==> config.mk <==
export PLATFORM = sky130hd
export DESIGN_NAME = frame_stamped_event_scheduler
export DESIGN_NICKNAME = d
export VERILOG_FILES = /design/src/hdl/fses_pkg.sv /design/src/hdl/fses_cell.sv /design/src/hdl/fses_queue.sv /design/src/hdl/frame_stamped_event_scheduler.sv
export VERILOG_INCLUDE_DIRS = /design/src /design/src/hdl
export SDC_FILE = /design/constraint.sdc
export NUM_CORES = 2
export LEC_CHECK = 0
export BUFFER_PORTS_ARGS = -buffer_cell sky130_fd_sc_hd__buf_4
export CELL_PAD_IN_SITES_DETAIL_PLACEMENT = 1
export CELL_PAD_IN_SITES_GLOBAL_PLACEMENT = 1
export CORE_MARGIN = 2
export CORE_UTILIZATION = 36
export DETAILED_ROUTE_END_ITERATION = 10
export PLACE_DENSITY = 0.7
export REMOVE_ABC_BUFFERS = 1
export SLEW_MARGIN = 15
export SYNTH_ARGS = -nofsm -noshare
export SYNTH_HDL_FRONTEND = slang
export SYNTH_HIERARCHICAL = 1
export SYNTH_SLANG_ARGS = --single-unit
==> constraint.sdc <==
create_clock -name clock -period 10.1 [get_ports clock]
set_input_delay 1.01 -clock clock [delete_from_list [all_inputs] [get_ports clock]]
set_output_delay 1.01 -clock clock [all_outputs]
set_load 0.02 [all_outputs]
==> src/hdl/frame_stamped_event_scheduler_defines.svh <==
// Assertion macros shared by the frame-stamped event scheduler RTL.
// No dependencies; included by files that carry concurrent checks.
`ifndef FRAME_STAMPED_EVENT_SCHEDULER_DEFINES_SVH
`define FRAME_STAMPED_EVENT_SCHEDULER_DEFINES_SVH

// same-cycle implication, sampled on clock, off during reset
`define FSES_ASSERT_NOW(lbl, ante, cons, msg) \
   lbl: assert property (@(posedge clock) disable iff (reset) (ante) |-> (cons)) \
      else $error(msg);

// next-cycle implication, sampled on clock, off during reset
`define FSES_ASSERT_NEXT(lbl, ante, cons, msg) \
   lbl: assert property (@(posedge clock) disable iff (reset) (ante) |=> (cons)) \
      else $error(msg);

`endif

==> src/hdl/fses_pkg.sv <==
// Package for the frame-stamped event scheduler: defaults, codes and types.
// No dependencies; imported by every module of the block.
`timescale 1ns / 1ps

package fses_pkg;

   localparam int QUEUE_DEPTH_DEF  = 16;
   localparam int FRAME_BITS_DEF   = 32;
   localparam int PAYLOAD_BITS_DEF = 32;

   localparam logic [15:0] LATE_WINDOW_RESET = 16'd4096;

   // register indexes on the config port
   localparam logic REG_PLAYING     = 1'b0;
   localparam logic REG_LATE_WINDOW = 1'b1;

   typedef enum logic [1:0] {
      CMD_SCHEDULE   = 2'd0,
      CMD_RENDER     = 2'd1,
      CMD_CLEAR_FROM = 2'd2,
      CMD_CLEAR_ALL  = 2'd3
   } cmd_type;

   typedef enum logic [1:0] {
      KIND_RANGE = 2'd0,
      KIND_EVENT = 2'd1,
      KIND_ACK   = 2'd2
   } kind_type;

   // operations on the cell chain
   typedef enum logic [2:0] {
      Q_NONE,
      Q_PUSH,
      Q_POP,
      Q_REQUEUE,
      Q_CLEAR
   } q_op_type;

   typedef enum logic [2:0] {
      ST_IDLE,
      ST_SCAN,
      ST_GAP,
      ST_RANGE,
      ST_DISPATCH,
      ST_CLOSE,
      ST_CLEAR
   } state_type;

   // per-cell control: shift from the upper neighbor, or load a new entry
   typedef struct packed {
      logic shift;
      logic load;
   } cell_ctl_type;

endpackage

==> src/hdl/fses_cell.sv <==
// One queue cell: holds a frame stamp and payload, shifts toward the head.
// Depends on fses_pkg for the cell control struct.
`timescale 1ns / 1ps

module fses_cell #(
   parameter int FRAME_BITS   = fses_pkg::FRAME_BITS_DEF,
   parameter int PAYLOAD_BITS = fses_pkg::PAYLOAD_BITS_DEF
) (
   input  logic                      clock,
   input  fses_pkg::cell_ctl_type    ctl,
   input  logic [FRAME_BITS-1:0]     load_frame,
   input  logic [PAYLOAD_BITS-1:0]   load_payload,
   input  logic [FRAME_BITS-1:0]     next_frame,
   input  logic [PAYLOAD_BITS-1:0]   next_payload,
   output logic [FRAME_BITS-1:0]     frame,
   output logic [PAYLOAD_BITS-1:0]   payload
);
   import fses_pkg::*;

   logic [FRAME_BITS-1:0]   frame_ff, frame_in;
   logic [PAYLOAD_BITS-1:0] payload_ff, payload_in;

   // load wins over shift; otherwise hold
   always_comb begin
      frame_in   = frame_ff;
      payload_in = payload_ff;
      if (ctl.load) begin
         frame_in   = load_frame;
         payload_in = load_payload;
      end else if (ctl.shift) begin
         frame_in   = next_frame;
         payload_in = next_payload;
      end
   end

   always_ff @(posedge clock) begin
      frame_ff   <= frame_in;
      payload_ff <= payload_in;
   end

   assign frame   = frame_ff;
   assign payload = payload_ff;

endmodule

==> src/hdl/fses_queue.sv <==
// Event queue as a chain of cells with the head in cell 0, plus fill count.
// Depends on fses_pkg and fses_cell.
`timescale 1ns / 1ps

module fses_queue #(
   parameter int QUEUE_DEPTH  = fses_pkg::QUEUE_DEPTH_DEF,
   parameter int FRAME_BITS   = fses_pkg::FRAME_BITS_DEF,
   parameter int PAYLOAD_BITS = fses_pkg::PAYLOAD_BITS_DEF,
   localparam int CW          = $clog2(QUEUE_DEPTH + 1)
) (
   input  logic                    clock,
   input  logic                    reset,
   input  fses_pkg::q_op_type      op,
   input  logic [FRAME_BITS-1:0]   push_frame,
   input  logic [PAYLOAD_BITS-1:0] push_payload,
   output logic [CW-1:0]           count,
   output logic [FRAME_BITS-1:0]   head_frame,
   output logic [PAYLOAD_BITS-1:0] head_payload
);
   import fses_pkg::*;

   logic [CW-1:0] count_ff, count_in;

   logic [FRAME_BITS-1:0]   cell_frame   [QUEUE_DEPTH];
   logic [PAYLOAD_BITS-1:0] cell_payload [QUEUE_DEPTH];
   logic [FRAME_BITS-1:0]   load_frame;
   logic [PAYLOAD_BITS-1:0] load_payload;
   logic                    do_shift;

   // push loads input data; requeue reloads the old head at the tail
   assign do_shift     = (op == Q_POP) || (op == Q_REQUEUE);
   assign load_frame   = (op == Q_REQUEUE) ? cell_frame[0]   : push_frame;
   assign load_payload = (op == Q_REQUEUE) ? cell_payload[0] : push_payload;

   for (genvar i = 0; i < QUEUE_DEPTH; i++) begin : g_cell
      cell_ctl_type            ctl;
      logic [FRAME_BITS-1:0]   nxt_frame;
      logic [PAYLOAD_BITS-1:0] nxt_payload;

      assign ctl.shift = do_shift;
      assign ctl.load  = ((op == Q_PUSH) && (count_ff == CW'(i))) ||
                         ((op == Q_REQUEUE) && (count_ff == CW'(i + 1)));

      if (i == QUEUE_DEPTH - 1) begin : g_top
         assign nxt_frame   = '0;
         assign nxt_payload = '0;
      end else begin : g_mid
         assign nxt_frame   = cell_frame[i+1];
         assign nxt_payload = cell_payload[i+1];
      end

      fses_cell #(
         .FRAME_BITS   (FRAME_BITS),
         .PAYLOAD_BITS (PAYLOAD_BITS)
      ) u_cell (
         .clock        (clock),
         .ctl          (ctl),
         .load_frame   (load_frame),
         .load_payload (load_payload),
         .next_frame   (nxt_frame),
         .next_payload (nxt_payload),
         .frame        (cell_frame[i]),
         .payload      (cell_payload[i])
      );
   end

   // fill count
   always_comb begin
      count_in = count_ff;
      unique case (op)
         Q_PUSH:    count_in = count_ff + CW'(1);
         Q_POP:     count_in = count_ff - CW'(1);
         Q_CLEAR:   count_in = '0;
         Q_REQUEUE: count_in = count_ff;
         Q_NONE:    count_in = count_ff;
         default:   count_in = count_ff;
      endcase
   end

   always_ff @(posedge clock) begin
      if (reset) begin
         count_ff <= '0;
      end else begin
         count_ff <= count_in;
      end
   end

   assign count        = count_ff;
   assign head_frame   = cell_frame[0];
   assign head_payload = cell_payload[0];

endmodule

==> src/hdl/frame_stamped_event_scheduler.sv <==
// Top level of the frame-stamped event scheduler: sequencer, config, output.
// Depends on fses_pkg, fses_queue (and fses_cell) and the assertion header.
//
//   channel   direction  handshake              words
//   req_*     in         req_valid/req_ready    one command per word
//   rsp_*     out        rsp_valid/rsp_ready    0..33 words per command
//   p*        in/out     psel/penable, pready=1 playing @0x0, late_window @0x4
//
// Schedule: the ack goes straight into the output register. Clear all sends no response.
// Render: each dispatched event passes through scan, gap, range and dispatch; a
//   dropped late event is popped in scan, and an event beyond the block end goes from the gap test to close.
// Clear from frame: the head rotates through the chain, once per queued entry.
// Reset is synchronous; queue comes up empty, no sweep.
// A stalled rsp holds the sequencer; req_ready is low while a command runs.
`timescale 1ns / 1ps

module frame_stamped_event_scheduler #(
   parameter int QUEUE_DEPTH  = fses_pkg::QUEUE_DEPTH_DEF,
   parameter int FRAME_BITS   = fses_pkg::FRAME_BITS_DEF,
   parameter int PAYLOAD_BITS = fses_pkg::PAYLOAD_BITS_DEF
) (
   input  logic        clock,
   input  logic        reset,
   // commands
   input  logic        req_valid,
   output logic        req_ready,
   input  logic [1:0]  req_command,
   input  logic [31:0] req_event_frame,
   input  logic [31:0] req_event_data,
   input  logic        req_batch_last,
   input  logic [15:0] req_block_frames,
   input  logic [31:0] req_clear_frame,
   // results
   output logic        rsp_valid,
   input  logic        rsp_ready,
   output logic [1:0]  rsp_kind,
   output logic [15:0] rsp_offset,
   output logic [15:0] rsp_length,
   output logic [31:0] rsp_dispatched_data,
   output logic        rsp_accepted,
   output logic [4:0]  rsp_free_slots,
   output logic        rsp_last,
   // config
   input  logic        psel,
   input  logic        penable,
   input  logic        pwrite,
   input  logic [2:0]  paddr,
   input  logic [31:0] pwdata,
   output logic [31:0] prdata,
   output logic        pready
);
   import fses_pkg::*;

   `include "frame_stamped_event_scheduler_defines.svh"

   localparam int CW = $clog2(QUEUE_DEPTH + 1);
   localparam int F  = FRAME_BITS;

   // ---------------- registers ----------------
   state_type          state_ff, state_in;
   logic               playing_ff, playing_in;
   logic [15:0]        late_ff, late_in;
   logic [F-1:0]       position_ff, position_in;
   logic [F-1:0]       start_ff, start_in;
   logic [F-1:0]       point_ff, point_in;
   logic [F-1:0]       eff_ff, eff_in;
   logic [F-1:0]       clr_ff, clr_in;
   logic [15:0]        done_ff, done_in;
   logic [15:0]        block_ff, block_in;
   logic [15:0]        gap_ff, gap_in;
   logic [CW-1:0]      iter_ff, iter_in;

   logic               rsp_valid_ff, rsp_valid_in;
   kind_type           rsp_kind_ff, rsp_kind_in;
   logic [15:0]        rsp_offset_ff, rsp_offset_in;
   logic [15:0]        rsp_length_ff, rsp_length_in;
   logic [31:0]        rsp_data_ff, rsp_data_in;
   logic               rsp_acc_ff, rsp_acc_in;
   logic [4:0]         rsp_free_ff, rsp_free_in;
   logic               rsp_last_ff, rsp_last_in;

   // ---------------- queue ----------------
   q_op_type              q_op;
   logic [CW-1:0]         q_count;
   logic [F-1:0]          head_frame;
   logic [PAYLOAD_BITS-1:0] head_payload;
   logic [F-1:0]          ev_frame;
   logic [PAYLOAD_BITS-1:0] ev_data;

   // input fields resized to the internal widths
   logic [63:0] ev_frame_ext, ev_data_ext, clr_ext, head_pay_ext;
   assign ev_frame_ext = 64'(req_event_frame);
   assign ev_data_ext  = 64'(req_event_data);
   assign clr_ext      = 64'(req_clear_frame);
   assign head_pay_ext = 64'(head_payload);
   assign ev_frame     = ev_frame_ext[F-1:0];
   assign ev_data      = ev_data_ext[PAYLOAD_BITS-1:0];

   fses_queue #(
      .QUEUE_DEPTH  (QUEUE_DEPTH),
      .FRAME_BITS   (FRAME_BITS),
      .PAYLOAD_BITS (PAYLOAD_BITS)
   ) u_queue (
      .clock        (clock),
      .reset        (reset),
      .op           (q_op),
      .push_frame   (ev_frame),
      .push_payload (ev_data),
      .count        (q_count),
      .head_frame   (head_frame),
      .head_payload (head_payload)
   );

   // ---------------- config port ----------------
   logic cfg_wr;
   assign pready = 1'b1;
   assign cfg_wr = psel & penable & pwrite;
   assign prdata = (paddr[2] == REG_LATE_WINDOW) ? {16'b0, late_ff} : {31'b0, playing_ff};

   always_comb begin
      playing_in = playing_ff;
      late_in    = late_ff;
      if (cfg_wr) begin
         unique case (paddr[2])
            REG_PLAYING:     playing_in = pwdata[0];
            REG_LATE_WINDOW: late_in    = pwdata[15:0];
            default:         playing_in = playing_ff;
         endcase
      end
   end

   // ---------------- datapath helpers ----------------
   logic          out_free;
   logic          req_fire;
   logic          sched_acc;
   logic [CW-1:0] free_cnt;
   logic          late;
   logic [F:0]    late_sum;
   logic          drop;
   logic [F:0]    gap_diff;
   logic [F-1:0]  gap_full;
   logic [15:0]   remain;
   logic          brk;
   logic          keep;
   cmd_type       cmd;

   assign out_free  = !rsp_valid_ff || rsp_ready;
   assign req_ready = (state_ff == ST_IDLE) && out_free;
   assign req_fire  = req_valid && req_ready;
   assign cmd       = cmd_type'(req_command);

   // schedule ack fields
   assign sched_acc = q_count < CW'(QUEUE_DEPTH);
   assign free_cnt  = CW'(QUEUE_DEPTH) - q_count - CW'(sched_acc);

   // late / drop test on the head entry
   assign late     = head_frame < start_ff;
   assign late_sum = {1'b0, head_frame} + (F+1)'(late_ff);
   assign drop     = late && (late_sum < {1'b0, start_ff});

   // gap to the last dispatch point, and the block-end test
   assign gap_diff = {1'b0, eff_ff} - {1'b0, point_ff};
   assign gap_full = gap_diff[F] ? '0 : gap_diff[F-1:0];
   assign remain   = block_ff - done_ff;
   assign brk      = gap_full >= F'(remain);

   // clear-from-frame keeps entries stamped before the clear frame
   assign keep = head_frame < clr_ff;

   // ---------------- sequencer ----------------
   logic rsp_load;

   always_comb begin
      state_in      = state_ff;
      position_in   = position_ff;
      start_in      = start_ff;
      point_in      = point_ff;
      eff_in        = eff_ff;
      clr_in        = clr_ff;
      done_in       = done_ff;
      block_in      = block_ff;
      gap_in        = gap_ff;
      iter_in       = iter_ff;
      q_op          = Q_NONE;
      rsp_load      = 1'b0;
      rsp_kind_in   = KIND_RANGE;
      rsp_offset_in = done_ff;
      rsp_length_in = '0;
      rsp_data_in   = '0;
      rsp_acc_in    = 1'b0;
      rsp_free_in   = '0;
      rsp_last_in   = 1'b0;

      unique case (state_ff)
         ST_IDLE: begin
            if (req_fire) begin
               unique case (cmd)
                  CMD_SCHEDULE: begin
                     if (sched_acc) begin
                        q_op = Q_PUSH;
                     end
                     rsp_load      = 1'b1;
                     rsp_kind_in   = KIND_ACK;
                     rsp_offset_in = '0;
                     rsp_acc_in    = sched_acc;
                     rsp_free_in   = 5'(free_cnt);
                     rsp_last_in   = 1'b1;
                  end
                  CMD_RENDER: begin
                     if (playing_ff) begin
                        start_in = position_ff;
                        point_in = position_ff;
                        done_in  = '0;
                        block_in = req_block_frames;
                        state_in = ST_SCAN;
                     end
                  end
                  CMD_CLEAR_FROM: begin
                     clr_in  = clr_ext[F-1:0];
                     iter_in = q_count;
                     if (q_count != '0) begin
                        state_in = ST_CLEAR;
                     end
                  end
                  CMD_CLEAR_ALL: begin
                     q_op = Q_CLEAR;
                  end
                  default: state_in = ST_IDLE;
               endcase
            end
         end
         ST_SCAN: begin
            if (q_count == '0) begin
               state_in = ST_CLOSE;
            end else if (drop) begin
               q_op = Q_POP;
            end else begin
               eff_in   = late ? start_ff : head_frame;
               state_in = ST_GAP;
            end
         end
         ST_GAP: begin
            gap_in   = gap_full[15:0];
            state_in = brk ? ST_CLOSE : ST_RANGE;
         end
         ST_RANGE: begin
            if (out_free) begin
               rsp_load      = 1'b1;
               rsp_kind_in   = KIND_RANGE;
               rsp_length_in = gap_ff;
               done_in       = done_ff + gap_ff;
               point_in      = point_ff + F'(gap_ff);
               state_in      = ST_DISPATCH;
            end
         end
         ST_DISPATCH: begin
            if (out_free) begin
               rsp_load    = 1'b1;
               rsp_kind_in = KIND_EVENT;
               rsp_data_in = head_pay_ext[31:0];
               q_op        = Q_POP;
               state_in    = ST_SCAN;
            end
         end
         ST_CLOSE: begin
            if (out_free) begin
               rsp_load      = 1'b1;
               rsp_kind_in   = KIND_RANGE;
               rsp_length_in = remain;
               rsp_last_in   = 1'b1;
               position_in   = start_ff + F'(block_ff);
               state_in      = ST_IDLE;
            end
         end
         ST_CLEAR: begin
            q_op    = keep ? Q_REQUEUE : Q_POP;
            iter_in = iter_ff - CW'(1);
            if (iter_ff == CW'(1)) begin
               state_in = ST_IDLE;
            end
         end
         default: state_in = ST_IDLE;
      endcase
   end

   // output register: load a new word or drop the taken one
   always_comb begin
      rsp_valid_in = rsp_valid_ff;
      if (rsp_load) begin
         rsp_valid_in = 1'b1;
      end else if (rsp_ready) begin
         rsp_valid_in = 1'b0;
      end
   end

   always_ff @(posedge clock) begin
      if (reset) begin
         state_ff     <= ST_IDLE;
         playing_ff   <= 1'b0;
         late_ff      <= LATE_WINDOW_RESET;
         position_ff  <= '0;
         rsp_valid_ff <= 1'b0;
      end else begin
         state_ff     <= state_in;
         playing_ff   <= playing_in;
         late_ff      <= late_in;
         position_ff  <= position_in;
         rsp_valid_ff <= rsp_valid_in;
      end
   end

   always_ff @(posedge clock) begin
      start_ff <= start_in;
      point_ff <= point_in;
      eff_ff   <= eff_in;
      clr_ff   <= clr_in;
      done_ff  <= done_in;
      block_ff <= block_in;
      gap_ff   <= gap_in;
      iter_ff  <= iter_in;
      if (rsp_load) begin
         rsp_kind_ff   <= rsp_kind_in;
         rsp_offset_ff <= rsp_offset_in;
         rsp_length_ff <= rsp_length_in;
         rsp_data_ff   <= rsp_data_in;
         rsp_acc_ff    <= rsp_acc_in;
         rsp_free_ff   <= rsp_free_in;
         rsp_last_ff   <= rsp_last_in;
      end
   end

   assign rsp_valid           = rsp_valid_ff;
   assign rsp_kind            = rsp_kind_ff;
   assign rsp_offset          = rsp_offset_ff;
   assign rsp_length          = rsp_length_ff;
   assign rsp_dispatched_data = rsp_data_ff;
   assign rsp_accepted        = rsp_acc_ff;
   assign rsp_free_slots      = rsp_free_ff;
   assign rsp_last            = rsp_last_ff;

   // ---------------- checks ----------------
   `FSES_ASSERT_NOW(a_count_bound, 1'b1, q_count <= CW'(QUEUE_DEPTH), "queue count over depth")
   `FSES_ASSERT_NOW(a_ack_last, rsp_valid && (rsp_kind == KIND_ACK), rsp_last, "ack without last")
   `FSES_ASSERT_NEXT(a_close_idle, (state_ff == ST_CLOSE) && out_free, state_ff == ST_IDLE, "close did not end render")
   `FSES_ASSERT_NEXT(a_dispatch_pop, (state_ff == ST_DISPATCH) && out_free, q_count == $past(q_count) - CW'(1), "dispatch did not pop head")

endmodule
==> impl_metrics.ini <==
[route]
drt_iter0_drc = 1901
dr.pass1.iters = 5
ant_nets = 0
vias = 37300
finalWirelength_um = 164000
via_per_inst = 5.07
wl_per_cell_um = 22.4
route.detailed.drc = 0

[yosys]
yosysTopAreaCellShare_pct = 56.2
synth.most_common_cell = edfxtp_1
synth_area_per_cell_um2 = 15.5
synth_edf_count = 1278
netlist_instances = 4409
synth_common_cells = 1,278 x edfxtp_1, 844 x mux2_4, 247 x mux2_2
ys_types = 87
synth_top_area_cell = edfxtp_1
synthFlopType = edfxtp_1
yosys_warnings = 6
synth_async_sr_flop_share_pct = 0
synth_area_um2 = 68300
synth-seq-cells = 1336
synthTopCellsByArea = edfxtp_1 56%, mux2_4 19%, ha_1 4.3%, mux2_2 4.1%, dfxtp_1 1.7%
ys_seq_area_share_pct = 57.9

[floorplan]
die_h_um = 440
coreArea_um2 = 188000
dieWidth_um = 440
start_util_pct = 36.3
die-area_um2 = 193000
row_count = 159
ioPinCount = 265

[layout]
multi_input_area_um2 = 27000
num-nets-final = 5128
drive_above_1_share_pct = 34.1
ff_latch_area_um2 = 39500
utilization_pct = 41.0
area_growth_pct = 13.1
fill_cells = 19100

[critical_path]
crit_required_ns = 10.53
ff2ff_path_depth = 28
slowest_stage = or2_4
timing.rr.end = u_queue/g_cell[9].u_cell/frame[10]
r2r_start = u_queue/g_cell[0].u_cell/frame[0]
critical_path.max_fanout = 65
ff2ff_setup_slack_ns = 1.89
cp_data_arrival_time_ns = 8.64
slowest_delay_ns = 0.57
criticalPathCategory = flip-flop to flip-flop
cp-end-kind = flip-flop
startpoint_type = flip-flop

[global_routing]
grt_usage_pct = 16.9
grt_overflow = 0
grt_pass1_vias = 40500
grtUsageMet2_pct = 29.2
grt_pass1_wl_um = 251000
antenna_found_initial = 6
grt_util_met3_pct = 2.37
grt.busiest_layer = met2
grt_max_degree = 81
use_met1_pct = 21.1

[clocking]
cts_resized = 0
root_buffer = clkbuf_16
hold_buffers = 0
cts_max_level = 4
clock_path_buffers = 3
cts_tree = built
cts_inserted_buffers = 146
cts.sinks = 1336
cts_setup_buffers = 0
clk_pin_slew_worst_paths_ns = 0.06
insertion_delay_ns = 0.80

[sta]
finalMaxSlewViolations = 0
finalHoldViolCount = 0
rsz0062_at_grt = no
fin_crit_sh_pct = 81.3
finalSetupViolCount = 0
period_needed_ns = 8.21
max_freq_ghz = 0.122
tightest_slew_ns = 1.10
finalSetupTns_ns = 0
max_slew_margin_pct = 27.0
holdWs_ns = 0.409
fin_skew_ns = 0.0556

[hold_path]
holdPathEnd = block_ff[11]
whs_path_depth = 1
hold_path_class = input pin to flip-flop
hold_start = req_block_frames[11]

[placed_design]
dp_hpwl_um = 108000
portBuffers = 228
place_congestion = 0.841

[power]
irDropWorstVdd_v = 0.000238
powerDensity_nw_per_um2 = 248
p_leak_nw = 28.4

[run]
maxCapViolations = 0

[status]
status = finished clean
-- how the worst max path moves through the flow --
stage / startpoint / end / slack [ns] / depth (start not counted)
floorplan: u_queue/g_cell[0].u_cell/frame[0] / u_queue/g_cell[0].u_cell/frame[0] / -3.38 / 25
global placement: u_queue/g_cell[0].u_cell/frame[0] / u_queue/g_cell[0].u_cell/frame[13] / 1.91 / 25
detailed placement: u_queue/g_cell[0].u_cell/frame[0] / u_queue/g_cell[1].u_cell/frame[12] / 1.81 / 25
CTS: u_queue/g_cell[0].u_cell/frame[0] / u_queue/g_cell[1].u_cell/frame[12] / 1.75 / 25
global route: u_queue/g_cell[0].u_cell/frame[0] / u_queue/g_cell[9].u_cell/frame[6] / 1.43 / 28
finish: u_queue/g_cell[0].u_cell/frame[0] / u_queue/g_cell[9].u_cell/frame[10] / 1.89 / 28
-- layout make-up --
type	count	share of cell area (%)
flip-flops and latches	1336	51.2
multi-input cells	2784	35.0
clock buffers	190	5.09
well taps	2495	4.04
repair buffers	297	3.11
inverters	166	0.807
clock inverters	72	0.781
diodes	6	0.0194
-- stage by stage --
step,area [µm²],power (mW),setup slack [ns],instances
2_1_floorplan,66900,12.4,-3.38,4286
3_3_place_gp,72700,13.9,1.91,7077
3_5_place_dp,72700,14.1,1.81,7077
4_1_cts,77200,19.4,1.75,7339
5_1_grt,77200,20.1,1.43,7344
6_report,77200,19.1,1.89,7346
-- routing by layer --
layer | up-vias | wire, µm
met5 | - | 0
met4 | 0 | 6760
met3 | 272 | 5160
met2 | 621 | 81700
met1 | 19100 | 70700
li1 | 17200 | -
-- cell families (layout without fill, tap and decap cells) --
group	after synthesis	count (layout)	synth area share [%]
flops	1336	1336	57.9
mux	1100	1100	22.8
simple gates	719	719	5.15
compound gates	509	509	4.66
buf+inv	367	725	3.31
fa+ha+maj	240	240	4.46
xor+xnor	135	135	1.74
other cells	3	87	0.0165
-- worst max-delay path, delay by kind of cell (launching register included) --
kind	cells	cell delay (ns)
AOI/OAI and AO/OA	10	2.81
and+or+nand+nor	9	1.90
adders and majority gates	3	0.94
DFF	1	0.54
muxes	1	0.20
buffers and inverters	4	1.23
xor gates and xnor gates	1	0.16
-- flip-flops by register name, summed over array words and instances, names as in the netlist, 32 cells and up --
| register | count |
|---|---|
| u_queue/g_cell.u_cell/frame | 512 |
| u_queue/g_cell.u_cell/payload | 512 |
| clr_ff | 32 |
| eff_ff | 32 |
| point_ff | 32 |
| position_ff | 32 |
| rsp_dispatched_data | 32 |
| start_ff | 32 |
-- power by group --
| part | internal, mW | total, mW | switching, mW | leakage [nW] |
|---|---|---|---|---|
| registers | 8.38 | 9.02 | 0.641 | 12.2 |
| clock network | 2.84 | 5.10 | 2.26 | 2.20 |
| logic | 2.16 | 5.01 | 2.85 | 14.0 |
-- layout by cell type (no fill, tap or decap), types with 14 or more instances in the layout --
cell / instances
clkbuf_16: 148
ha_1: 234
mux2_4: 844
a211oi_1: 26
or2_4: 16
xor2_1: 39
clkinv_1: 34
a21o_1: 46
conb_1: 81
and2_1: 59
xnor2_1: 95
buf_4: 284
a21oi_1: 137
a31oi_1: 17
edfxtp_1: 1278
nand2b_1: 28
clkbuf_1: 35
nand4_1: 37
nor2b_1: 25
o211ai_1: 14
nor2_1: 152
o21ai_0: 154
nor3_1: 38
nand2_1: 223
inv_1: 166
nand3_1: 40
and3_1: 18
dfxtp_1: 58
o21a_1: 15
mux2_2: 247
clkinv_2: 16
No activity file was read; power rests on OpenSTA's default activity.
